`config.mk`:
```
export PLATFORM = sky130hd
export DESIGN_NAME = chmp_div
export DESIGN_NICKNAME = d
export VERILOG_FILES = /design/src/rtl/chmp_div.sv
export SDC_FILE = /design/constraint.sdc
export NUM_CORES = 1
export LEC_CHECK = 0
export ABC_AREA = 0
export BUFFER_PORTS_ARGS = -buffer_cell sky130_fd_sc_hd__buf_2
export CORE_MARGIN = 2
export CORE_UTILIZATION = 55
export CTS_BUF_LIST = sky130_fd_sc_hd__clkbuf_8
export CTS_CLUSTER_DIAMETER = 30
export DETAILED_ROUTE_END_ITERATION = 10
export GPL_TIMING_DRIVEN = 0
export PLACE_DENSITY = 0.83
export SETUP_SLACK_MARGIN = 0.15
export SYNTH_ARGS = -nofsm -noshare
export SYNTH_HDL_FRONTEND = slang
export SYNTH_SLANG_ARGS = --single-unit
```
`constraint.sdc`:
```
create_clock -name aclk -period 3.82 [get_ports aclk]
set_input_delay 0.382 -clock aclk [delete_from_list [all_inputs] [get_ports aclk]]
set_output_delay 0.382 -clock aclk [all_outputs]
set_load 0.005 [all_outputs]
```
`src/rtl/chmp_div.sv`:
```
// Restoring divider, one quotient bit per cycle: q = floor(num / den).
// Depends on nothing else.
module chmp_div #(
    parameter int NUM_BITS = 64,
    parameter int DEN_BITS = 32
) (
    input  logic                aclk,
    input  logic                aresetn,
    input  logic                start,
    input  logic [NUM_BITS-1:0] num,
    input  logic [DEN_BITS-1:0] den,
    output logic                done,
    output logic [NUM_BITS-1:0] quot
);
    localparam int CNT_BITS = $clog2(NUM_BITS + 1);

    logic [NUM_BITS-1:0] quot_reg, quot_next;
    logic [DEN_BITS:0]   rem_reg, rem_next;
    logic [DEN_BITS-1:0] den_reg;
    logic [CNT_BITS-1:0] cnt_reg, cnt_next;
    logic                busy_reg, busy_next;
    logic                done_reg, done_next;
    logic [DEN_BITS:0]   trial;

    always_comb begin
        trial     = {rem_reg[DEN_BITS-1:0], quot_reg[NUM_BITS-1]};
        quot_next = {quot_reg[NUM_BITS-2:0], 1'b0};
        rem_next  = trial;
        cnt_next  = cnt_reg;
        busy_next = busy_reg;
        done_next = 1'b0;
        if (start) begin
            quot_next = num;
            rem_next  = '0;
            cnt_next  = CNT_BITS'(NUM_BITS);
            busy_next = 1'b1;
        end else if (busy_reg) begin
            if (trial >= {1'b0, den_reg}) begin
                rem_next     = trial - {1'b0, den_reg};
                quot_next[0] = 1'b1;
            end
            cnt_next = cnt_reg - 1'b1;
            if (cnt_reg == CNT_BITS'(1)) begin
                busy_next = 1'b0;
                done_next = 1'b1;
            end
        end else begin
            quot_next = quot_reg;
            rem_next  = rem_reg;
        end
    end

    always_ff @(posedge aclk) begin
        if (!aresetn) begin
            busy_reg <= 1'b0;
            done_reg <= 1'b0;
            cnt_reg  <= '0;
        end else begin
            busy_reg <= busy_next;
            done_reg <= done_next;
            cnt_reg  <= cnt_next;
        end
        quot_reg <= quot_next;
        rem_reg  <= rem_next;
        if (start) begin
            den_reg <= den;
        end
    end

    assign done = done_reg;
    assign quot = quot_reg;
endmodule

```
==> results.tsv, run 1 <==
stage	metric	value	unit
sta	final setup skew	0.0174	ns
sta	RSZ-0062 raised after global routing	false	
cells_and_area	max reg flops	64	
clocking	clk slew on worst S/H paths	0.09	ns
place	# port buffers	163	
pwr	P_leak	0.00373	uW
flow_run	MaxCap Viol Count	0	
grt	initial antenna violation count	1	
synth	post-synthesis sequential area ratio	0.504	
synth	largest area contributor in the netlist	edfxtp_1	
clocking	CTS Hold Bufs	0	
synth	synth unique cells	60	
grt	first-pass GRT wire length	30800	um
sta	fin. max-slew vios	0	
pwr	Power Dens Cells	440	nW/um2
place	worst slack at placement	0.312	ns
cells_and_area	fin area	8830	um2
synth	Primary FF master, synth	edfxtp_1	
synth	share of the synthesized area in the top cell type	0.392	
setup_path	Crit path top cell by count	a21o_1	
synth	Synth Instances	667	
worst_hold_path	Hold WC Path Type	in -> reg	
synth	Post-Syn Area	7350	um2
floorplan	row cnt	42	
sta	minimum clock period	3.42	ns
clocking	Num Clock Sinks	137	
sta	setup_tns	0	ns
sta	Worst-Margin Slew	0.798	ns
place	hpwl dp	14300	um
grt	vias in the first global route	5947	
drt	DRC viols	0	
floorplan	die height	120	um
setup_path	crit-path cells	ha_1 > a21o_1 > a21o_1 > a211oi_1 > a2111o_1 > a21boi_2 > nor2_2 > clkbuf_2 > nand2_1 > a311oi_1	
sta	fmax	292	MHz
setup_path	CP required	4.18	ns
floorplan	Die Width	120	um
sta	fin worst setup slack	0.401	ns
synth	average size of a mapped cell	11.0	um2
setup_path	slowest cell on the critical path	nor2_2	
drt	final WL	19800	um
clocking	CTS resizes	0	
drt	DRT Pass-1 Iters	6	
drt	number of DRC markers in iteration 0	480	
grt	GR Util All Layers	0.282	
place	routability cong.	0.951	
pwr	Total Power Consumption	3880	uW
drt	DRT antenna net count	0	
sta	final hold vios	0	
synth	Syn Nets	801	
clocking	postcts setup bufs	0	
clocking	H-tree levels	4	
drt	Via-to-Cell Ratio	5.79	
setup_path	WS Path Type	reg -> reg	
cells_and_area	Final Util	0.672	
synth	FF+latch count, synth	137	
place	Placed Area	8400	um2
drt	Avg WL per Cell	19.0	um
cells_and_area	nets	984	
sta	Final period util	0.895	
sta	final setup fails	0	
floorplan	Starting Density	0.559	
synth	Post-synth EDFFs	96	
cells_and_area	ANT cells	0	
cells_and_area	Area Overhead vs Synth	20.2	%
outcome	status	finished, final reports clean	
grt	largest net degree at the start of global routing	38	
synth	asr flop ratio synth	0	
floorplan	Ports	164	
drt	Vias	6016	
clocking	buffer depth of the longest clock path	2	
clocking	CTS buffer count	17	
synth	top cells by area, synth	edfxtp_1, dfxtp_1, mux2_2	
floorplan	core area	13100	um2
pwr	Peak VDD IR	456	uV
cells_and_area	share of cells above drive strength 1	0.324	
sta	Worst slew margin	0.466	
setup_path	Bufs and invs on worst path	1	
setup_path	worst-path maximum fanout	10	
setup_path	crit start category	flip-flop	
clocking	CTS tree	built	
clocking	Worst-Skew Late Latency	0.47	ns
setup_path	crit path capture type	flip-flop	
setup_path	WP data arrival	3.78	ns
synth	Ys Warns	0	
clocking	Root Driver	clkbuf_8	
grt	GRT Residual Overflow	0	
setup_path	Worst path top cell family by delay	compound AO/OA/AOI/OAI gates	
floorplan	DIE AREA	14300	um2
setup_path	delay of the slowest critical-path stage	0.53	ns
==> cell families after synthesis <==
logic type | share of synthesized area
mux | 0.106
fa+ha+maj | 0.0606
compound gates | 0.148
flops | 0.504
simple gates | 0.108
xor+xnor | 0.0322
buf+inv | 0.0405
==> cell usage in the layout, fill, tap and decap left out, drive strengths merged, types with 3 or more instances in the layout <==
cell | netlist | layout
a211oi | 7 | 7
a31oi | 8 | 8
o21a | 8 | 8
ha | 34 | 34
o21ai | 29 | 29
nand2b | 4 | 4
xnor2 | 14 | 14
bufinv | 0 | 3
mux2 | 64 | 64
nand2 | 64 | 64
and3 | 4 | 4
nor2 | 53 | 53
nor2b | 4 | 4
a21o | 10 | 10
or2 | 3 | 3
or3 | 4 | 4
and2 | 3 | 3
edfxtp | 96 | 96
o21bai | 5 | 5
a21boi | 4 | 4
clkbuf | 24 | 41
buf | 3 | 167
nor3 | 8 | 8
dfxtp | 41 | 41
clkinv | 0 | 3
a311oi | 16 | 16
o211ai | 7 | 7
a21oi | 32 | 32
xor2 | 13 | 13
nand3 | 9 | 9
mux2i | 6 | 6
a32oi | 6 | 6
nand4 | 7 | 7
o31ai | 4 | 4
inv | 46 | 53
==> metal layers <==
layer  routed length (um)  up-vias  GRT usage
li1                     -     2830          -
met5                    0        -          0
met1                 7730     2873      0.338
met3                 1810       45     0.0936
met4                  541        0      0.100
met2                 9670      268      0.475
==> worst paths after layout <==
check	endpoint	startpoint	slack, ns	cells after the start
min	den_reg[13]	den[13]	0.08	1
max reg2reg	rem_reg[13]	rem_reg[7]	0.40	10
max	rem_reg[13]	rem_reg[7]	0.40	10
min reg2reg	rem_reg[31]	rem_reg[31]	0.47	2
==> synthesized netlist by cell type (9+ instances only) <==
cell type / count
a21o_1: 10
o21ai_0: 27
dfxtp_1: 41
inv_1: 46
nor2_1: 52
nand2_1: 63
ha_1: 34
xnor2_1: 14
a311oi_1: 12
edfxtp_1: 96
nand3_1: 9
mux2_2: 64
a21oi_1: 32
xor2_1: 13
clkbuf_1: 24
==> power breakdown <==
group,total [uW],switching [uW],internal [uW],leakage [uW]
Combinational,766,431,334,0.00222
Clock,1300,639,662,0.000214
Sequential,1820,75.2,1740,0.00129
Total,3880,1150,2740,0.00373
==> final cells by class <==
class | count | area (um2)
Fill cell | 1011 | 4310
Sequential cell | 137 | 3700
Multi-Input combinational cell | 457 | 3350
Timing Repair Buffer | 164 | 836
Clock buffer | 17 | 234
Tap cell | 176 | 220
Clock inverter | 15 | 191
Inverter | 46 | 173
Buffer | 27 | 126
==> stage by stage <==
step	hold slack, ns	std cells
2_1_floorplan	0.434	667
3_3_place_gp	0.449	1006
3_5_place_dp	0.455	1007
4_1_cts	0.0506	1039
5_1_grt	0.0534	1039
6_report	0.0793	1039
Power figures use the tool's default switching activity.
==> run 2: changes to the inputs <==
- CORE_UTILIZATION: 55 -> 40
- PLACE_DENSITY: 0.83 -> 0.64
==> run 2 against run 1 <==
Register-to-register slack gained 0.02 ns. Clock skew grew 0.0023 ns. Maximum frequency grew 0.72%. Clock-buffer cell count is the same. Sequential power is essentially flat. Worst hold slack gained 0.016 ns. Critical path type unchanged.
==> results.tsv, run 2 (synthesis results as in run 1) <==
stage	metric	value	unit	change
outcome	status	finished, final reports clean		unchanged
setup_path	WS Path Type	reg -> reg		unchanged
drt	DRT antenna net count	0		unchanged
clocking	Worst-Skew Late Latency	0.46	ns	was 0.47 ns
drt	DRC viols	0		unchanged
cells_and_area	ANT cells	0		unchanged
place	hpwl dp	14600	um	was 14,300 um
sta	final setup skew	0.0197	ns	was 0.0174 ns
cells_and_area	share of cells above drive strength 1	0.324		unchanged
sta	Worst slew margin	0.375		was 0.466
cells_and_area	commonest non-fill, non-tap cells in the layout	buf_2, edfxtp_1, mux2_2, nand2_1, nor2_1		unchanged
pwr	Peak VDD IR	310	uV	was 456 uV
grt	GR Util All Layers	0.205		was 0.282
setup_path	slowest cell on the critical path	nor2_2		unchanged
pwr	P_leak	0.00371	uW	was 0.00373 uW
worst_hold_path	Hold WC Path Type	in -> reg		unchanged
clocking	H-tree levels	4		unchanged
sta	final setup fails	0		unchanged
setup_path	delay of the slowest critical-path stage	0.54	ns	was 0.53 ns
setup_path	CP required	4.17	ns	was 4.18 ns
cells_and_area	max reg flops	64		unchanged
grt	vias in the first global route	5946		was 5,947
clocking	CTS buffer count	17		unchanged
worst_hold_path	hold path startpoint	den[16]		was den[13]
floorplan	Ports	164		unchanged
drt	Vias	5766		was 6,016
grt	initial antenna violation count	2		was 1
floorplan	die height	140	um	was 120 um
drt	DRT Pass-1 Iters	5		was 6
clocking	buffer depth of the longest clock path	2		unchanged
sta	minimum clock period	3.39	ns	was 3.42 ns
floorplan	row cnt	49		was 42
floorplan	Die Width	140	um	was 120 um
worst_hold_path	Hold Path Depth	1		unchanged
cells_and_area	nets	984		unchanged
grt	first-pass GRT wire length	31400	um	was 30,800 um
clocking	Num Clock Sinks	137		unchanged
sta	Final period util	0.889		was 0.895
setup_path	worst-path maximum fanout	10		unchanged
sta	final hold vios	0		unchanged
clocking	Root Driver	clkbuf_8		unchanged
sta	RSZ-0062 raised after global routing	false		unchanged
cells_and_area	Final Util	0.493		was 0.672
clocking	CTS tree	built		unchanged
setup_path	Crit path top cell by count	a21o_1		unchanged
floorplan	core area	18000	um2	was 13,100 um2
place	Placed Area	8470	um2	was 8400 um2
cells_and_area	most common cell after layout, fill and taps aside	buf_2		unchanged
floorplan	Starting Density	0.409		was 0.559
grt	largest net degree at the start of global routing	34		was 38
sta	Worst-Margin Slew	0.934	ns	was 0.798 ns
setup_path	R2R Path Start	den_reg[8]		was rem_reg[7]
setup_path	crit path capture type	flip-flop		unchanged
cells_and_area	Area Overhead vs Synth	20.5	%	was 20.2%
pwr	Power Dens Cells	422	nW/um2	was 440 nW/um2
setup_path	worst flop-to-flop path endpoint	rem_reg[5]		was rem_reg[13]
place	# port buffers	163		unchanged
clocking	clk slew on worst S/H paths	0.09	ns	about the same
drt	number of DRC markers in iteration 0	304		was 480
drt	final WL	19600	um	was 19,800 um
drt	Via-to-Cell Ratio	5.28		was 5.79
setup_path	setup slack, reg-to-reg	0.43	ns	was 0.40 ns
flow_run	MaxCap Viol Count	0		unchanged
place	routability cong.	0.864		was 0.951
grt	GRT Residual Overflow	0		unchanged
setup_path	crit-path cells	inv_1 > ha_1 > a21o_1 > a21o_1 > a211oi_1 > a2111o_1 > a21boi_2 > nor2_2 > clkbuf_2 > nand2_1 > a311oi_1		was ha_1 > a21o_1 > a21o_1 > a211oi_1 > a2111o_1 > a21boi_2 > nor2_2 > clkbuf_2 > nand2_1 > a311oi_1
clocking	CTS Hold Bufs	0		unchanged
worst_hold_path	Hold Path End	den_reg[16]		was den_reg[13]
drt	Avg WL per Cell	17.9	um	was 19.0 um
cells_and_area	fin area	8850	um2	was 8830 um2
pwr	Total Power Consumption	3740	uW	was 3880 uW
setup_path	Worst path top cell family by delay	compound AO/OA/AOI/OAI gates		unchanged
setup_path	crit start category	flip-flop		unchanged
setup_path	WP data arrival	3.75	ns	was 3.78 ns
floorplan	DIE AREA	19500	um2	was 14,300 um2
setup_path	R2R depth	11		was 10
sta	fmax	295	MHz	was 292 MHz
setup_path	Bufs and invs on worst path	2		was 1
sta	fin. max-slew vios	0		unchanged
run 2: worst max path at each step:
stage	slack, ns	cells past startpoint	end	startpoint
detailed placement	0.28	11	rem_reg[7]	den_reg[8]
finish	0.43	11	rem_reg[5]	den_reg[8]
CTS	0.22	11	rem_reg[7]	den_reg[8]
global route	0.25	11	rem_reg[5]	den_reg[8]
floorplan	1.17	11	rem_reg[19]	den_reg[8]
global placement	-0.72	5	quot[50]	start
run 2: timing repair:
item | in CTS | in global routing
endpoints found under the setup margin | 0 | 9
gates resized for setup | 0 | 2
setup buffers | 0 | 0
run 2: worst reg2reg max path, cell delays in order, from the launching register on:
cell and delay, ns:
edfxtp_1 0.34, inv_1 0.04, ha_1 0.35, a21o_1 0.23, a21o_1 0.18, a211oi_1 0.40, a2111o_1 0.32, a21boi_2 0.11
nor2_2 0.54, clkbuf_2 0.42, nand2_1 0.09, a311oi_1 0.29
run 2: report_power, final:
part | switching (uW) | internal, uW
clock network | 681 | 487
logic | 422 | 333
registers | 71.9 | 1740
total | 1180 | 2560
run 2: cell type report:
cell class	count	area [um2]
fillers	1686	9110
flip-flops and latches	137	3700
multi-input cells	457	3350
repair buffers	164	836
well taps	229	287
clock buffers	17	234
inverters	46	173
clock inverters	15	146
plain buffers	27	126
run 2: routing by layer:
layer | wire length (um) | up-vias | GRT usage
li1 | - | 2826 | -
met1 | 8500 | 2734 | 0.253
met2 | 9200 | 177 | 0.342
met3 | 1550 | 27 | 0.0726
met4 | 337 | 2 | 0.0526
met5 | 11 | - | 0
run 2: per-stage QoR:
stage	hold slack [ns]	setup TNS (ns)	std cells	setup WS [ns]
CTS	0.0687	0	1092	0.220
finish	0.0948	0	1092	0.425
global placement	0.452	-45.82	1059	-0.720
floorplan	0.434	0	667	1.17
detailed placement	0.457	0	1060	0.278
global route	0.0621	0	1092	0.251
==> run 3: changes to the inputs <==
- CORE_MARGIN: 2 -> 4
- CORE_UTILIZATION: 40 -> 57
- PLACE_DENSITY: 0.64 -> 0.85
==> run 3 against run 2 <==
Maximum frequency fell by 1.3%. Sequential power about the same. Sequential share of layout area grew 0.27 points. Setup slack worse by 0.046 ns. Critical path type unchanged. Clock-buffer cell count grew 1. Highest routed layer is now met4.
==> results.tsv, run 3 (synthesis results as in run 1) <==
stage	metric	value	unit	change
outcome	status	finished, final reports clean		unchanged
cells_and_area	fin area	8790	um2	was 8850 um2
floorplan	core area	12600	um2	was 18,000 um2
clocking	Root Driver	clkbuf_8		unchanged
floorplan	Ports	164		unchanged
setup_path	delay of the slowest critical-path stage	0.54	ns	about the same
clocking	H-tree levels	4		unchanged
floorplan	Starting Density	0.582		was 0.409
cells_and_area	most common cell after layout, fill and taps aside	buf_2		unchanged
cells_and_area	commonest non-fill, non-tap cells in the layout	buf_2, edfxtp_1, mux2_2, nand2_1, nor2_1		unchanged
pwr	Power Dens Cells	428	nW/um2	was 422 nW/um2
setup_path	crit-path cells	ha_1 > a21o_1 > a21o_1 > a211oi_1 > a2111o_1 > a21boi_2 > nor2_2 > clkbuf_1 > nand2_1 > a311oi_1		was inv_1 > ha_1 > a21o_1 > a21o_1 > a211oi_1 > a2111o_1 > a21boi_2 > nor2_2 > clkbuf_2 > nand2_1 > a311oi_1
pwr	P_leak	0.00371	uW	about the same
clocking	postcts setup bufs	0		unchanged
clocking	CTS Hold Bufs	0		unchanged
clocking	CTS tree	built		unchanged
cells_and_area	Area Overhead vs Synth	19.7	%	was 20.5%
cells_and_area	share of cells above drive strength 1	0.322		was 0.324
pwr	Total Power Consumption	3760	uW	was 3740 uW
grt	first-pass GRT wire length	29400	um	was 31,400 um
setup_path	CP required	4.17	ns	about the same
sta	final hold vios	0		unchanged
grt	GRT Residual Overflow	0		unchanged
drt	Vias	5995		was 5,766
place	# port buffers	163		unchanged
clocking	CTS resizes	0		unchanged
sta	final setup fails	0		unchanged
setup_path	slowest cell on the critical path	clkbuf_1		was nor2_2
worst_hold_path	Hold WC Path Type	in -> reg		unchanged
clocking	clk slew on worst S/H paths	0.09	ns	about the same
floorplan	Die Width	122	um	was 140 um
drt	number of DRC markers in iteration 0	393		was 304
setup_path	worst-path maximum fanout	10		unchanged
cells_and_area	max reg flops	64		unchanged
drt	Via-to-Cell Ratio	5.79		was 5.28
setup_path	crit path capture type	flip-flop		unchanged
grt	GR Util All Layers	0.257		was 0.205
drt	Avg WL per Cell	18.1	um	was 17.9 um
flow_run	MaxCap Viol Count	0		unchanged
grt	initial antenna violation count	0		was 2
place	routability cong.	0.932		was 0.864
cells_and_area	nets	984		unchanged
sta	fmax	291	MHz	was 295 MHz
clocking	Num Clock Sinks	137		unchanged
worst_hold_path	Hold Path Depth	1		unchanged
place	hpwl dp	13700	um	was 14,600 um
floorplan	DIE AREA	14800	um2	was 19,500 um2
drt	DRT antenna net count	0		unchanged
sta	final setup skew	0.0167	ns	was 0.0197 ns
drt	DRC viols	0		unchanged
sta	minimum clock period	3.44	ns	was 3.39 ns
floorplan	die height	122	um	was 140 um
sta	Final period util	0.901		was 0.889
sta	setup_tns	0	ns	unchanged
cells_and_area	post-route insts no fill	1035		was 1,092
setup_path	Crit path top cell by count	a21o_1		unchanged
drt	DRT Pass-1 Iters	5		unchanged
clocking	CTS buffer count	17		unchanged
grt	vias in the first global route	5907		was 5,946
sta	Worst-Margin Slew	0.849	ns	was 0.934 ns
setup_path	WS Path Type	reg -> reg		unchanged
cells_and_area	ANT cells	0		unchanged
sta	RSZ-0062 raised after global routing	false		unchanged
setup_path	crit start category	flip-flop		unchanged
sta	Worst slew margin	0.432		was 0.375
sta	fin. max-slew vios	0		unchanged
place	Placed Area	8400	um2	was 8470 um2
place	placed cell count	1003		was 1,060
clocking	buffer depth of the longest clock path	2		unchanged
setup_path	R2R depth	10		was 11
setup_path	WP data arrival	3.79	ns	was 3.75 ns
floorplan	row cnt	41		was 49
clocking	Worst-Skew Late Latency	0.46	ns	about the same
grt	largest net degree at the start of global routing	46		was 34
drt	final WL	18700	um	was 19,600 um
pwr	Peak VDD IR	456	uV	was 310 uV
## run 3: metal layers
metal / vias to the layer above / track usage / part of all wire
met5: - / 0 / 0
met4: 0 / 0.0812 / 0.015
met3: 30 / 0.0966 / 0.092
met2: 266 / 0.427 / 0.49
met1: 2874 / 0.313 / 0.40
li1: 2825 / - / -
## run 3: metrics by stage
step                worst slack, ns   util  hold slack (ns)
global route                  0.189  0.697           0.0590
global placement             -0.666  0.664            0.453
finish                        0.379  0.697           0.0897
floorplan                      1.17      -            0.434
detailed placement            0.474  0.665            0.480
CTS                           0.412  0.697           0.0674
## run 3: layout make-up
type,count,area (um2)
timing repair buffer,164,836
buffer,27,125
sequential,137,3700
clock inverter,14,149
clock buffer,18,248
fill,972,3820
tap,172,215
multi-input combinational,457,3350
inverter,46,173
## run 3: critical path, delay by kind of cell, from the launching register on
kind	cells	cell delay, ns
fa+ha+maj	1	0.38
buf+inv	1	0.54
compound gates	6	1.48
simple gates	2	0.60
flops	1	0.34
## run 3: power by group
| group | leakage [uW] | internal (uW) | switching [uW] |
|---|---|---|---|
| combinational | 0.00222 | 333 | 419 |
| sequential | 0.00129 | 1740 | 73.3 |
| clock | 0.000197 | 601 | 592 |
| total | 0.00371 | 2680 | 1080 |
## run 3: path summary, 6_finish.rpt
kind	to	slack (ns)	start
setup reg to reg	rem_reg[21]	0.38	rem_reg[7]
hold / removal	den_reg[0]	0.09	den[0]
setup / recovery	rem_reg[21]	0.38	rem_reg[7]
hold reg to reg	rem_reg[12]	0.49	rem_reg[12]
